--- src/hw/rtl/hrt_pkg.sv ---
`timescale 1ns / 1ps
// ----------------------------------------------------------------------------
// hrt_pkg: shared types and constants for the request header tokenizer
// Holds phase codes, token kinds, error codes and the front-to-back request.
// ----------------------------------------------------------------------------
package hrt_pkg;

    typedef enum logic [2:0] {
        PH_METHOD  = 3'd0,
        PH_PATH    = 3'd1,
        PH_QUERY   = 3'd2,
        PH_VERSION = 3'd3,
        PH_TAIL    = 3'd4,
        PH_HEADER  = 3'd5,
        PH_BODY    = 3'd6,
        PH_DONE    = 3'd7
    } phase_t;

    localparam logic [3:0] KIND_DROP    = 4'd0;
    localparam logic [3:0] KIND_METHOD  = 4'd1;
    localparam logic [3:0] KIND_PATH    = 4'd2;
    localparam logic [3:0] KIND_QUERY   = 4'd3;
    localparam logic [3:0] KIND_VERSION = 4'd4;
    localparam logic [3:0] KIND_NAME    = 4'd5;
    localparam logic [3:0] KIND_VALUE   = 4'd6;
    localparam logic [3:0] KIND_HOST    = 4'd7;
    localparam logic [3:0] KIND_PORT    = 4'd8;
    localparam logic [3:0] KIND_BODY    = 4'd9;

    localparam logic [1:0] ERR_NONE    = 2'd0;
    localparam logic [1:0] ERR_DONE    = 2'd1;
    localparam logic [1:0] ERR_NOCOLON = 2'd2;

    localparam logic [7:0] CH_LF    = 8'h0a;
    localparam logic [7:0] CH_CR    = 8'h0d;
    localparam logic [7:0] CH_SP    = 8'h20;
    localparam logic [7:0] CH_TAB   = 8'h09;
    localparam logic [7:0] CH_QMARK = 8'h3f;
    localparam logic [7:0] CH_COLON = 8'h3a;
    localparam logic [7:0] CH_PLUS  = 8'h2b;
    localparam logic [7:0] CH_MINUS = 8'h2d;

    localparam int KEY_LEN_N  = 14;
    localparam int KEY_HOST_N = 4;

    // lower-case key characters
    function automatic logic [7:0] key_length_char(input logic [3:0] pos);
        logic [7:0] ch;
        begin
            case (pos)
                4'd0:    ch = "c";
                4'd1:    ch = "o";
                4'd2:    ch = "n";
                4'd3:    ch = "t";
                4'd4:    ch = "e";
                4'd5:    ch = "n";
                4'd6:    ch = "t";
                4'd7:    ch = "-";
                4'd8:    ch = "l";
                4'd9:    ch = "e";
                4'd10:   ch = "n";
                4'd11:   ch = "g";
                4'd12:   ch = "t";
                4'd13:   ch = "h";
                default: ch = 8'h00;
            endcase
            return ch;
        end
    endfunction

    function automatic logic [7:0] key_host_char(input logic [3:0] pos);
        logic [7:0] ch;
        begin
            case (pos)
                4'd0:    ch = "h";
                4'd1:    ch = "o";
                4'd2:    ch = "s";
                4'd3:    ch = "t";
                default: ch = 8'h00;
            endcase
            return ch;
        end
    endfunction

    // classified request from front to back
    typedef struct packed {
        logic       restart;
        logic [7:0] data;
        logic       is_cr;
        logic       is_lf;
        logic       is_sp;
        logic       is_blank;
        logic       is_qmark;
        logic       is_colon;
        logic       is_plus;
        logic       is_minus;
        logic       is_digit;
        logic [3:0] digit;
        logic [7:0] lower;
    } req_t;

endpackage

--- src/hw/rtl/hrt_front.sv ---
`timescale 1ns / 1ps
// ----------------------------------------------------------------------------
// hrt_front: input stage
// Accepts requests, classifies the byte and pushes a request into the queue.
// ----------------------------------------------------------------------------
module hrt_front (
    input  logic          valid,
    output logic          ready,
    input  logic          op,
    input  logic [7:0]    data_byte,
    output logic          push,
    output hrt_pkg::req_t push_req,
    input  logic          q_full
);
    import hrt_pkg::*;

    logic [7:0] lc;

    // accept whenever the queue has room
    assign ready = !q_full;
    assign push  = valid && ready;

    // classify the byte
    always_comb
    begin
        lc = (data_byte inside {["A":"Z"]}) ? data_byte + 8'd32 : data_byte;
        push_req.restart  = op;
        push_req.data     = op ? 8'h00 : data_byte;
        push_req.is_cr    = (data_byte == CH_CR);
        push_req.is_lf    = (data_byte == CH_LF);
        push_req.is_sp    = (data_byte == CH_SP);
        push_req.is_blank = (data_byte == CH_SP) || (data_byte == CH_TAB);
        push_req.is_qmark = (data_byte == CH_QMARK);
        push_req.is_colon = (data_byte == CH_COLON);
        push_req.is_plus  = (data_byte == CH_PLUS);
        push_req.is_minus = (data_byte == CH_MINUS);
        push_req.is_digit = (data_byte inside {["0":"9"]});
        push_req.digit    = 4'(data_byte - 8'h30);
        push_req.lower    = lc;
    end

endmodule

--- src/hw/rtl/hrt_queue.sv ---
`timescale 1ns / 1ps
// ----------------------------------------------------------------------------
// hrt_queue: two-entry request queue
// Decouples the input stage from the parse stage.
// ----------------------------------------------------------------------------
module hrt_queue (
    input  logic          clk,
    input  logic          rst_n,
    input  logic          push,
    input  hrt_pkg::req_t push_req,
    output logic          full,
    output logic          not_empty,
    input  logic          pop,
    output hrt_pkg::req_t head
);
    import hrt_pkg::*;

    req_t       mem_reg [2];
    logic       wr_ptr_reg;
    logic       rd_ptr_reg;
    logic [1:0] count_reg;

    assign full      = (count_reg == 2'd2);
    assign not_empty = (count_reg != 2'd0);
    assign head      = mem_reg[rd_ptr_reg];

    // storage
    always_ff @(posedge clk)
    begin
        if (push)
        begin
            mem_reg[wr_ptr_reg] <= push_req;
        end
    end

    // pointers and count
    always_ff @(posedge clk or negedge rst_n)
    begin
        if (!rst_n)
        begin
            wr_ptr_reg <= 1'b0;
            rd_ptr_reg <= 1'b0;
            count_reg  <= 2'd0;
        end
        else
        begin
            if (push)
                wr_ptr_reg <= !wr_ptr_reg;
            if (pop)
                rd_ptr_reg <= !rd_ptr_reg;
            count_reg <= count_reg + {1'b0, push} - {1'b0, pop};
        end
    end

endmodule

--- src/hw/rtl/hrt_back.sv ---
`timescale 1ns / 1ps
// ----------------------------------------------------------------------------
// hrt_back: parse stage
// Runs the tokenizer state and holds the result in an output register.
// ----------------------------------------------------------------------------
module hrt_back #(
    parameter int LENGTH_BITS = 31
) (
    input  logic          clk,
    input  logic          rst_n,
    input  logic          host_split_enable,
    input  logic          not_empty,
    input  hrt_pkg::req_t head,
    output logic          pop,
    output logic          valid,
    input  logic          ready,
    output logic [7:0]    out_byte,
    output logic [3:0]    kind,
    output logic          token_start,
    output logic          length_ready,
    output logic [30:0]   content_length,
    output logic          headers_done,
    output logic [30:0]   body_left,
    output logic          complete,
    output logic [1:0]    error
);
    import hrt_pkg::*;

    localparam logic [LENGTH_BITS-1:0] LEN_MAX = '1;
    localparam int MW = LENGTH_BITS + 4;

    phase_t                 phase_reg, phase_next;
    logic                   als_reg, als_next;
    logic [3:0]             pos_reg, pos_next;
    logic                   islen_reg, islen_next;
    logic                   ishost_reg, ishost_next;
    logic                   vstart_reg, vstart_next;
    logic                   dstop_reg, dstop_next;
    logic [LENGTH_BITS-1:0] acc_reg, acc_next;
    logic [LENGTH_BITS-1:0] rem_reg, rem_next;
    logic                   colon_reg, colon_next;
    logic                   tok_reg, tok_next;
    logic                   port_reg, port_next;
    logic                   pend_reg, pend_next;
    logic [LENGTH_BITS-1:0] latch_reg, latch_next;

    logic                   ovalid_reg;
    logic [7:0]             obyte_reg;
    logic [3:0]             okind_reg;
    logic                   ots_reg, olr_reg, ohd_reg, ocmp_reg;
    logic [1:0]             oerr_reg;

    logic [3:0]             k;
    logic [1:0]             e;
    logic                   lr, hd;
    logic [MW-1:0]          prod;
    logic                   line_reset;

    // pop when output register is free or being drained
    assign pop   = not_empty && (!ovalid_reg || ready);
    assign valid = ovalid_reg;

    // next state
    always_comb
    begin
        phase_next  = phase_reg;
        als_next    = als_reg;
        pos_next    = pos_reg;
        islen_next  = islen_reg;
        ishost_next = ishost_reg;
        vstart_next = vstart_reg;
        dstop_next  = dstop_reg;
        acc_next    = acc_reg;
        rem_next    = rem_reg;
        colon_next  = colon_reg;
        tok_next    = tok_reg;
        port_next   = port_reg;
        pend_next   = pend_reg;
        latch_next  = latch_reg;
        k           = KIND_DROP;
        e           = ERR_NONE;
        lr          = 1'b0;
        hd          = 1'b0;
        line_reset  = 1'b0;
        prod        = MW'(acc_reg) * MW'(10) + MW'(head.digit);

        if (head.restart)
        begin
            phase_next  = PH_METHOD;
            line_reset  = 1'b1;
            rem_next    = '0;
            latch_next  = '0;
        end
        else if (phase_reg == PH_DONE)
        begin
            e = ERR_DONE;
        end
        else if (phase_reg == PH_BODY)
        begin
            k = KIND_BODY;
            if (rem_reg <= LENGTH_BITS'(1))
            begin
                rem_next   = '0;
                phase_next = PH_DONE;
            end
            else
                rem_next = rem_reg - LENGTH_BITS'(1);
        end
        else if (head.is_cr)
        begin
        end
        else if (phase_reg inside {PH_METHOD, PH_PATH, PH_QUERY, PH_VERSION, PH_TAIL})
        begin
            if (head.is_lf)
            begin
                phase_next = PH_HEADER;
                line_reset = 1'b1;
            end
            else if (head.is_sp)
            begin
                case (phase_reg)
                    PH_METHOD: phase_next = PH_PATH;
                    PH_VERSION, PH_TAIL: phase_next = PH_TAIL;
                    default: phase_next = PH_VERSION;
                endcase
                tok_next = 1'b0;
            end
            else if (head.is_qmark && phase_reg == PH_PATH)
            begin
                phase_next = PH_QUERY;
                tok_next   = 1'b0;
            end
            else if (phase_reg != PH_TAIL)
            begin
                k = 4'({1'b0, phase_reg} + 4'd1);
            end
        end
        else if (head.is_lf)
        begin
            if (als_reg)
            begin
                hd         = 1'b1;
                phase_next = (rem_reg != '0) ? PH_BODY : PH_DONE;
                tok_next   = 1'b0;
            end
            else
            begin
                if (!colon_reg)
                    e = ERR_NOCOLON;
                else if (islen_reg)
                begin
                    latch_next = acc_reg;
                    rem_next   = acc_reg;
                    lr         = 1'b1;
                end
                line_reset = 1'b1;
            end
        end
        else if (!colon_reg)
        begin
            als_next = 1'b0;
            if (head.is_colon)
            begin
                islen_next  = islen_reg && pos_reg == 4'(KEY_LEN_N);
                ishost_next = ishost_reg && pos_reg == 4'(KEY_HOST_N) && host_split_enable;
                colon_next  = 1'b1;
                tok_next    = 1'b0;
            end
            else if (head.is_blank)
            begin
                pend_next = 1'b1;
            end
            else
            begin
                k = KIND_NAME;
                if (pend_reg || pos_reg >= 4'(KEY_LEN_N)
                    || head.lower != key_length_char(pos_reg))
                    islen_next = 1'b0;
                if (pend_reg || pos_reg >= 4'(KEY_HOST_N)
                    || head.lower != key_host_char(pos_reg))
                    ishost_next = 1'b0;
                if (pos_reg < 4'd15)
                    pos_next = pos_reg + 4'd1;
            end
        end
        else if (!vstart_reg && head.is_blank)
        begin
        end
        else
        begin
            if (islen_reg)
            begin
                if (!vstart_reg && head.is_plus)
                begin
                end
                else if (!vstart_reg && head.is_minus)
                    dstop_next = 1'b1;
                else if (!dstop_reg)
                begin
                    if (head.is_digit)
                        acc_next = (prod > MW'(LEN_MAX)) ? LEN_MAX
                                                         : prod[LENGTH_BITS-1:0];
                    else
                        dstop_next = 1'b1;
                end
            end
            vstart_next = 1'b1;
            if (ishost_reg)
            begin
                if (!port_reg && head.is_colon)
                begin
                    port_next = 1'b1;
                    tok_next  = 1'b0;
                end
                else
                    k = port_reg ? KIND_PORT : KIND_HOST;
            end
            else
                k = KIND_VALUE;
        end

        // start of a new header line, or a restart
        if (line_reset)
        begin
            als_next    = 1'b1;
            colon_next  = 1'b0;
            pos_next    = '0;
            islen_next  = !head.restart;
            ishost_next = !head.restart;
            pend_next   = 1'b0;
            tok_next    = 1'b0;
            port_next   = 1'b0;
            vstart_next = 1'b0;
            dstop_next  = 1'b0;
            acc_next    = '0;
        end

        if (k != KIND_DROP)
            tok_next = 1'b1;
    end

    // tokenizer state
    always_ff @(posedge clk or negedge rst_n)
    begin
        if (!rst_n)
        begin
            phase_reg  <= PH_METHOD;
            als_reg    <= 1'b1;
            pos_reg    <= '0;
            islen_reg  <= 1'b0;
            ishost_reg <= 1'b0;
            vstart_reg <= 1'b0;
            dstop_reg  <= 1'b0;
            acc_reg    <= '0;
            rem_reg    <= '0;
            colon_reg  <= 1'b0;
            tok_reg    <= 1'b0;
            port_reg   <= 1'b0;
            pend_reg   <= 1'b0;
            latch_reg  <= '0;
        end
        else if (pop)
        begin
            phase_reg  <= phase_next;
            als_reg    <= als_next;
            pos_reg    <= pos_next;
            islen_reg  <= islen_next;
            ishost_reg <= ishost_next;
            vstart_reg <= vstart_next;
            dstop_reg  <= dstop_next;
            acc_reg    <= acc_next;
            rem_reg    <= rem_next;
            colon_reg  <= colon_next;
            tok_reg    <= tok_next;
            port_reg   <= port_next;
            pend_reg   <= pend_next;
            latch_reg  <= latch_next;
        end
    end

    // output valid
    always_ff @(posedge clk or negedge rst_n)
    begin
        if (!rst_n)
            ovalid_reg <= 1'b0;
        else if (pop)
            ovalid_reg <= 1'b1;
        else if (ready)
            ovalid_reg <= 1'b0;
    end

    // output payload
    always_ff @(posedge clk)
    begin
        if (pop)
        begin
            obyte_reg <= head.data;
            okind_reg <= k;
            ots_reg   <= (k != KIND_DROP) && !tok_reg;
            olr_reg   <= lr;
            ohd_reg   <= hd;
            ocmp_reg  <= (phase_next == PH_DONE);
            oerr_reg  <= e;
            content_length <= 31'(latch_next);
            body_left      <= 31'(rem_next);
        end
    end

    assign out_byte     = obyte_reg;
    assign kind         = okind_reg;
    assign token_start  = ots_reg;
    assign length_ready = olr_reg;
    assign headers_done = ohd_reg;
    assign complete     = ocmp_reg;
    assign error        = oerr_reg;

endmodule

--- src/hw/rtl/http_request_header_tokenizer_unit.sv ---
`timescale 1ns / 1ps
// ----------------------------------------------------------------------------
// http_request_header_tokenizer_unit: byte-wise HTTP request tokenizer
// Tags each request byte, decodes content-length and counts the body.
//
//   channel  signals                          direction
//   cfg      cfg_valid/cfg_ready, cfg_data    in   host split enable
//   in       in_valid/in_ready, op, data_byte in   one byte or restart
//   out      out_valid/out_ready, result      out  one result per request
//
// One byte per cycle while the output is not stalled; bytes pass the queue and the output register.
// The parse stage updates all token state for each byte that it pops.
// Reset clears the pointers, token state and output valid; the split enable resets to zero.
// A stalled output holds the result while the two-entry queue keeps taking until full.
// ----------------------------------------------------------------------------
module http_request_header_tokenizer_unit #(
    parameter int LENGTH_BITS = 31
) (
    input  logic        clk,
    input  logic        rst_n,
    input  logic        cfg_valid,
    output logic        cfg_ready,
    input  logic        cfg_data,
    input  logic        in_valid,
    output logic        in_ready,
    input  logic        op,
    input  logic [7:0]  data_byte,
    output logic        out_valid,
    input  logic        out_ready,
    output logic [7:0]  out_byte,
    output logic [3:0]  kind,
    output logic        token_start,
    output logic        length_ready,
    output logic [30:0] content_length,
    output logic        headers_done,
    output logic [30:0] body_left,
    output logic        complete,
    output logic [1:0]  error
);
    import hrt_pkg::*;

    logic  split_reg;
    logic  push, q_full, q_ne, pop;
    req_t  push_req, head;

    // configuration register
    assign cfg_ready = 1'b1;
    always_ff @(posedge clk or negedge rst_n)
    begin
        if (!rst_n)
            split_reg <= 1'b0;
        else if (cfg_valid)
            split_reg <= cfg_data;
    end

    hrt_front u_front (
        .valid     (in_valid),
        .ready     (in_ready),
        .op        (op),
        .data_byte (data_byte),
        .push      (push),
        .push_req  (push_req),
        .q_full    (q_full)
    );

    hrt_queue u_queue (
        .clk       (clk),
        .rst_n     (rst_n),
        .push      (push),
        .push_req  (push_req),
        .full      (q_full),
        .not_empty (q_ne),
        .pop       (pop),
        .head      (head)
    );

    hrt_back #(.LENGTH_BITS(LENGTH_BITS)) u_back (
        .clk               (clk),
        .rst_n             (rst_n),
        .host_split_enable (split_reg),
        .not_empty         (q_ne),
        .head              (head),
        .pop               (pop),
        .valid             (out_valid),
        .ready             (out_ready),
        .out_byte          (out_byte),
        .kind              (kind),
        .token_start       (token_start),
        .length_ready      (length_ready),
        .content_length    (content_length),
        .headers_done      (headers_done),
        .body_left         (body_left),
        .complete          (complete),
        .error             (error)
    );

endmodule
--- config.mk ---
export PLATFORM = sky130hd
export DESIGN_NAME = http_request_header_tokenizer_unit
export DESIGN_NICKNAME = d
export VERILOG_FILES = /design/src/hw/rtl/hrt_pkg.sv /design/src/hw/rtl/hrt_front.sv /design/src/hw/rtl/hrt_queue.sv /design/src/hw/rtl/hrt_back.sv /design/src/hw/rtl/http_request_header_tokenizer_unit.sv
export SDC_FILE = /design/constraint.sdc
export NUM_CORES = 1
export LEC_CHECK = 0
export BUFFER_PORTS_ARGS = -buffer_cell sky130_fd_sc_hd__buf_2
export CAP_MARGIN = 10
export CORE_MARGIN = 3
export CORE_UTILIZATION = 23
export DETAILED_ROUTE_END_ITERATION = 12
export SLEW_MARGIN = 20
export SYNTH_ARGS = -nofsm -noshare
export SYNTH_HDL_FRONTEND = slang
export SYNTH_SLANG_ARGS = --single-unit
--- constraint.sdc ---
create_clock -name clk -period 4.86 [get_ports clk]
set_input_delay 0.243 -clock clk [delete_from_list [all_inputs] [get_ports clk]]
set_output_delay 0.243 -clock clk [all_outputs]
set_load 0.02 [all_outputs]
==> results.toml <==
[outcome]
status = "finished clean"

[detailed_routing]
vias_per_cell = 4.99
wire_per_inst_um = 17.7
final_antenna_net_count = 0
drtIter0Drc = 1123
wl_um = 44900
vias = 12700
detail_route.first_pass.iterations = 5
drc = 0

[timing]
setup_violations = 0
setup_tns_ps = 0
hold_ws_ps = 31.0
rsz0062_at_grt = "false"
slew_viol_final = 0
worst_pin_slew_ps = 1120
clock.fmax_ghz = 0.216
skew_ps = 26.5
final_hold_viol_count = 0
maxSlewHeadroom_pct = 25.1
fin_crit_sh_pct = 95.2
fin_crit_ps = 4630

[worst_setup_path]
max_stage_delay_ps = 530
ff2ff_setup_slack_ps = 230
crit_path_max_fanout = 13
crit_arrival_ps = 5020
r2r_cells = 15
crit_start = "u_back.acc_reg[3]"
crit_slowest_cell = "or4b_4"
criticalPathCategory = "flop to flop"
r2r_end = "u_back.acc_reg[9]"
crit_top_cell = "ha_1"
cp.required_ps = 5250
path_cells = "ha_1 -> ha_1 -> fa_1 -> a21o_1 -> a221o_1 -> a211o_1 -> and4_4 -> nor4_4 -> or4b_4 -> and4bb_2 -> nand4_1 -> buf_4 -> nand2_4 -> buf_12 -> a311oi_2"
timing.rr.start = "u_back.acc_reg[3]"
endpoint_kind = "flop"
start_kind = "flop"

[hold_path]
min-delay-start = "in_valid"
hold-path-endpoint = "u_queue.wr_ptr_reg"
min_path_cells = 3
hp-class = "input port to flop"

[yosys]
yosys_most_used_dff = "edfxtp_1"
synth_top_cell_area_share_pct = 26.7
synth_fp_nets = 1673
synth_top_area_cell = "edfxtp_1"
yosysWarnings = 0
syn-instance-count = 1578
synth_enable_flop_cells = 132
synth_area_leaders = "edfxtp_1 (27%), dfrtp_1 (19%), nand2_1 (7.8%), ha_1 (6.6%), a21oi_1 (4.1%)"
ys_ff_latch = 247
synth.avg_cell_area_um2 = 9.40
ys_seq_area_share_pct = 46.1
netlist_area_um2 = 14800
synth_cell_types = 92
async_flop_share_pct = 46.6

[pwr]
clockPowerShare_pct = 17.0
p_sw_share_pct = 46.9
p_sw_mw = 5.67
p_leak_nw = 7.11
p_per_area_nw_per_um2 = 696
combPwrFrac_pct = 54.6
intPower_mw = 6.43
ir_worst_vdd_v = 0.000316
seq_power_share_pct = 28.3

[floorplanning]
fp.dieH_um = 260
die_area_um2 = 67600
start_util_pct = 23.4
die_w_um = 260
io_pins = 98
row_count = 92
core_area_um2 = 63400

[cts]
cts_buffers = 27
cts_buffer_depth = 3
cts_num_sinks = 247
tritoncts = "built"
htree_levels = 1
clock_latency_ps = 560
cts_root_buffer = "clkbuf_16"
path_clk_slew_ps = 60

[global_route]
grt_max_degree = 72
antenna_found_initial = 0
grt_usage_pct = 12.7
grt_first_pass_wirelength_um = 69100
overflow = 0
grt_pass1_vias = 12200

[finish]
area_delta_synth_final_pct = 17.3
fillers = 6672
largest_reg_flops = 52
diodes = 0
multi_input_area_um2 = 7600
drive_gt1_share_pct = 14.5
final_nets = 1765
regArea_um2 = 6840

[placed_design]
dp_hpwl_um = 33200
numPortBuffers = 96
gp_congestion = 0.930

[flow_run]
drv_cap = 0
-- cells in the mapped netlist, types with 10 or more instances --
| library cell | instances |
|---|---|
| nor2_1 | 118 |
| a31oi_1 | 14 |
| nand4_1 | 12 |
| nand2_1 | 310 |
| a22o_1 | 18 |
| mux2i_1 | 19 |
| xor2_1 | 15 |
| nand3_1 | 35 |
| nor2b_1 | 13 |
| dfrtp_1 | 114 |
| a22oi_1 | 16 |
| a21o_1 | 20 |
| edfxtp_1 | 132 |
| o21ai_0 | 94 |
| clkbuf_1 | 69 |
| mux2_2 | 25 |
| inv_1 | 31 |
| buf_1 | 10 |
| xnor2_1 | 41 |
| ha_1 | 78 |
| nor3_1 | 45 |
| nor4_1 | 24 |
| nand2b_1 | 16 |
| a21oi_1 | 120 |
| o211ai_1 | 11 |
-- per-layer routing --
metal	GRT usage, %	vias up	part of all wire [%]
met4	2.37	0	1.7
met2	21.2	466	47
li1	-	5979	-
met3	2.04	66	6.6
met1	17.5	6148	44
met5	0	-	0
-- worst max path at each step --
stage	endpoint	slack, ps	depth (start not counted)
finish	u_back.acc_reg[9]	230	15
global route	u_back.acc_reg[3]	80	14
CTS	u_back.acc_reg[7]	140	13
detailed placement	u_back.acc_reg[7]	150	13
global placement	u_back.acc_reg[11]	260	13
floorplan	u_queue.count_reg[1]	220	10
-- layout by cell type (no fill, tap or decap), types with 31 or more instances in the layout --
cell type  Yosys  routed
a21oi_1      120     120
buf_2          0      95
buf_4          2      43
dfrtp_1      114     114
edfxtp_1     132     132
ha_1          78      78
inv_1         31      31
nand2_1      310     310
nand3_1       35      35
nor2_1       118     116
nor3_1        45      44
o21ai_0       94      93
xnor2_1       41      41
-- worst max-delay path: cells and delay by family (launching register included) --
family                   cells  cell delay, ps
AO/OA/AOI/OAI                4            1060
adder cells (fa/ha/maj)      3             960
buffers and inverters        2             350
flip-flops                   1             450
AND/OR/NAND/NOR              6            1630
-- power by group through the flow --
stage	sequential (mW)	combinational, mW	clock (mW)
finish	3.43	6.62	2.06
global route	3.49	7.26	2.20
CTS	3.43	6.46	2.12
detailed placement	3.46	6.42	0
global placement	3.46	6.35	0
floorplan	3.56	4.45	0
-- cell families (layout without fill, tap and decap cells) --
family,count (synthesis),after routing,share of synthesized area [%]
AND/OR/NAND/NOR,636,637,19.6
AO/OA/AOI/OAI,398,398,17.8
flip-flops,247,247,46.1
buffers and inverters,116,228,3.09
adder cells (fa/ha/maj),80,80,6.85
XOR/XNOR,56,56,3.31
multiplexers,44,44,3.18
other,1,1,0.0253
-- timing repair --
item | CTS | global route
buffers inserted | 0 | 5
resized for setup | 0 | 5
setup endpoints to repair | 0 | 30
hold buffers | 6 | 0
hold endpoints to repair | 75 | 0
-- layout make-up --
cell class	count	area share [%]
Multi-Input combinational cell	1216	43.7
Sequential cell	247	39.4
Clock buffer	35	4.12
Clock inverter	15	0.943
Tap cell	846	6.09
Inverter	33	0.741
Timing Repair Buffer	145	5.05
-- per-stage QoR --
stage | utilization, % | std cells | worst slack, ps | area (um^2) | total power [mW]
after global placement | 25.8 | 2475 | 260 | 16400 | 9.81
after floorplan | - | 1578 | 225 | 14800 | 8.01
final | 27.4 | 2537 | 235 | 17400 | 12.1
after detailed placement | 25.8 | 2475 | 151 | 16400 | 9.88
after CTS | 27.3 | 2531 | 138 | 17300 | 12.0
after global routing | 27.4 | 2537 | 82.1 | 17400 | 13.0
No activity file was read; power rests on OpenSTA's default activity.
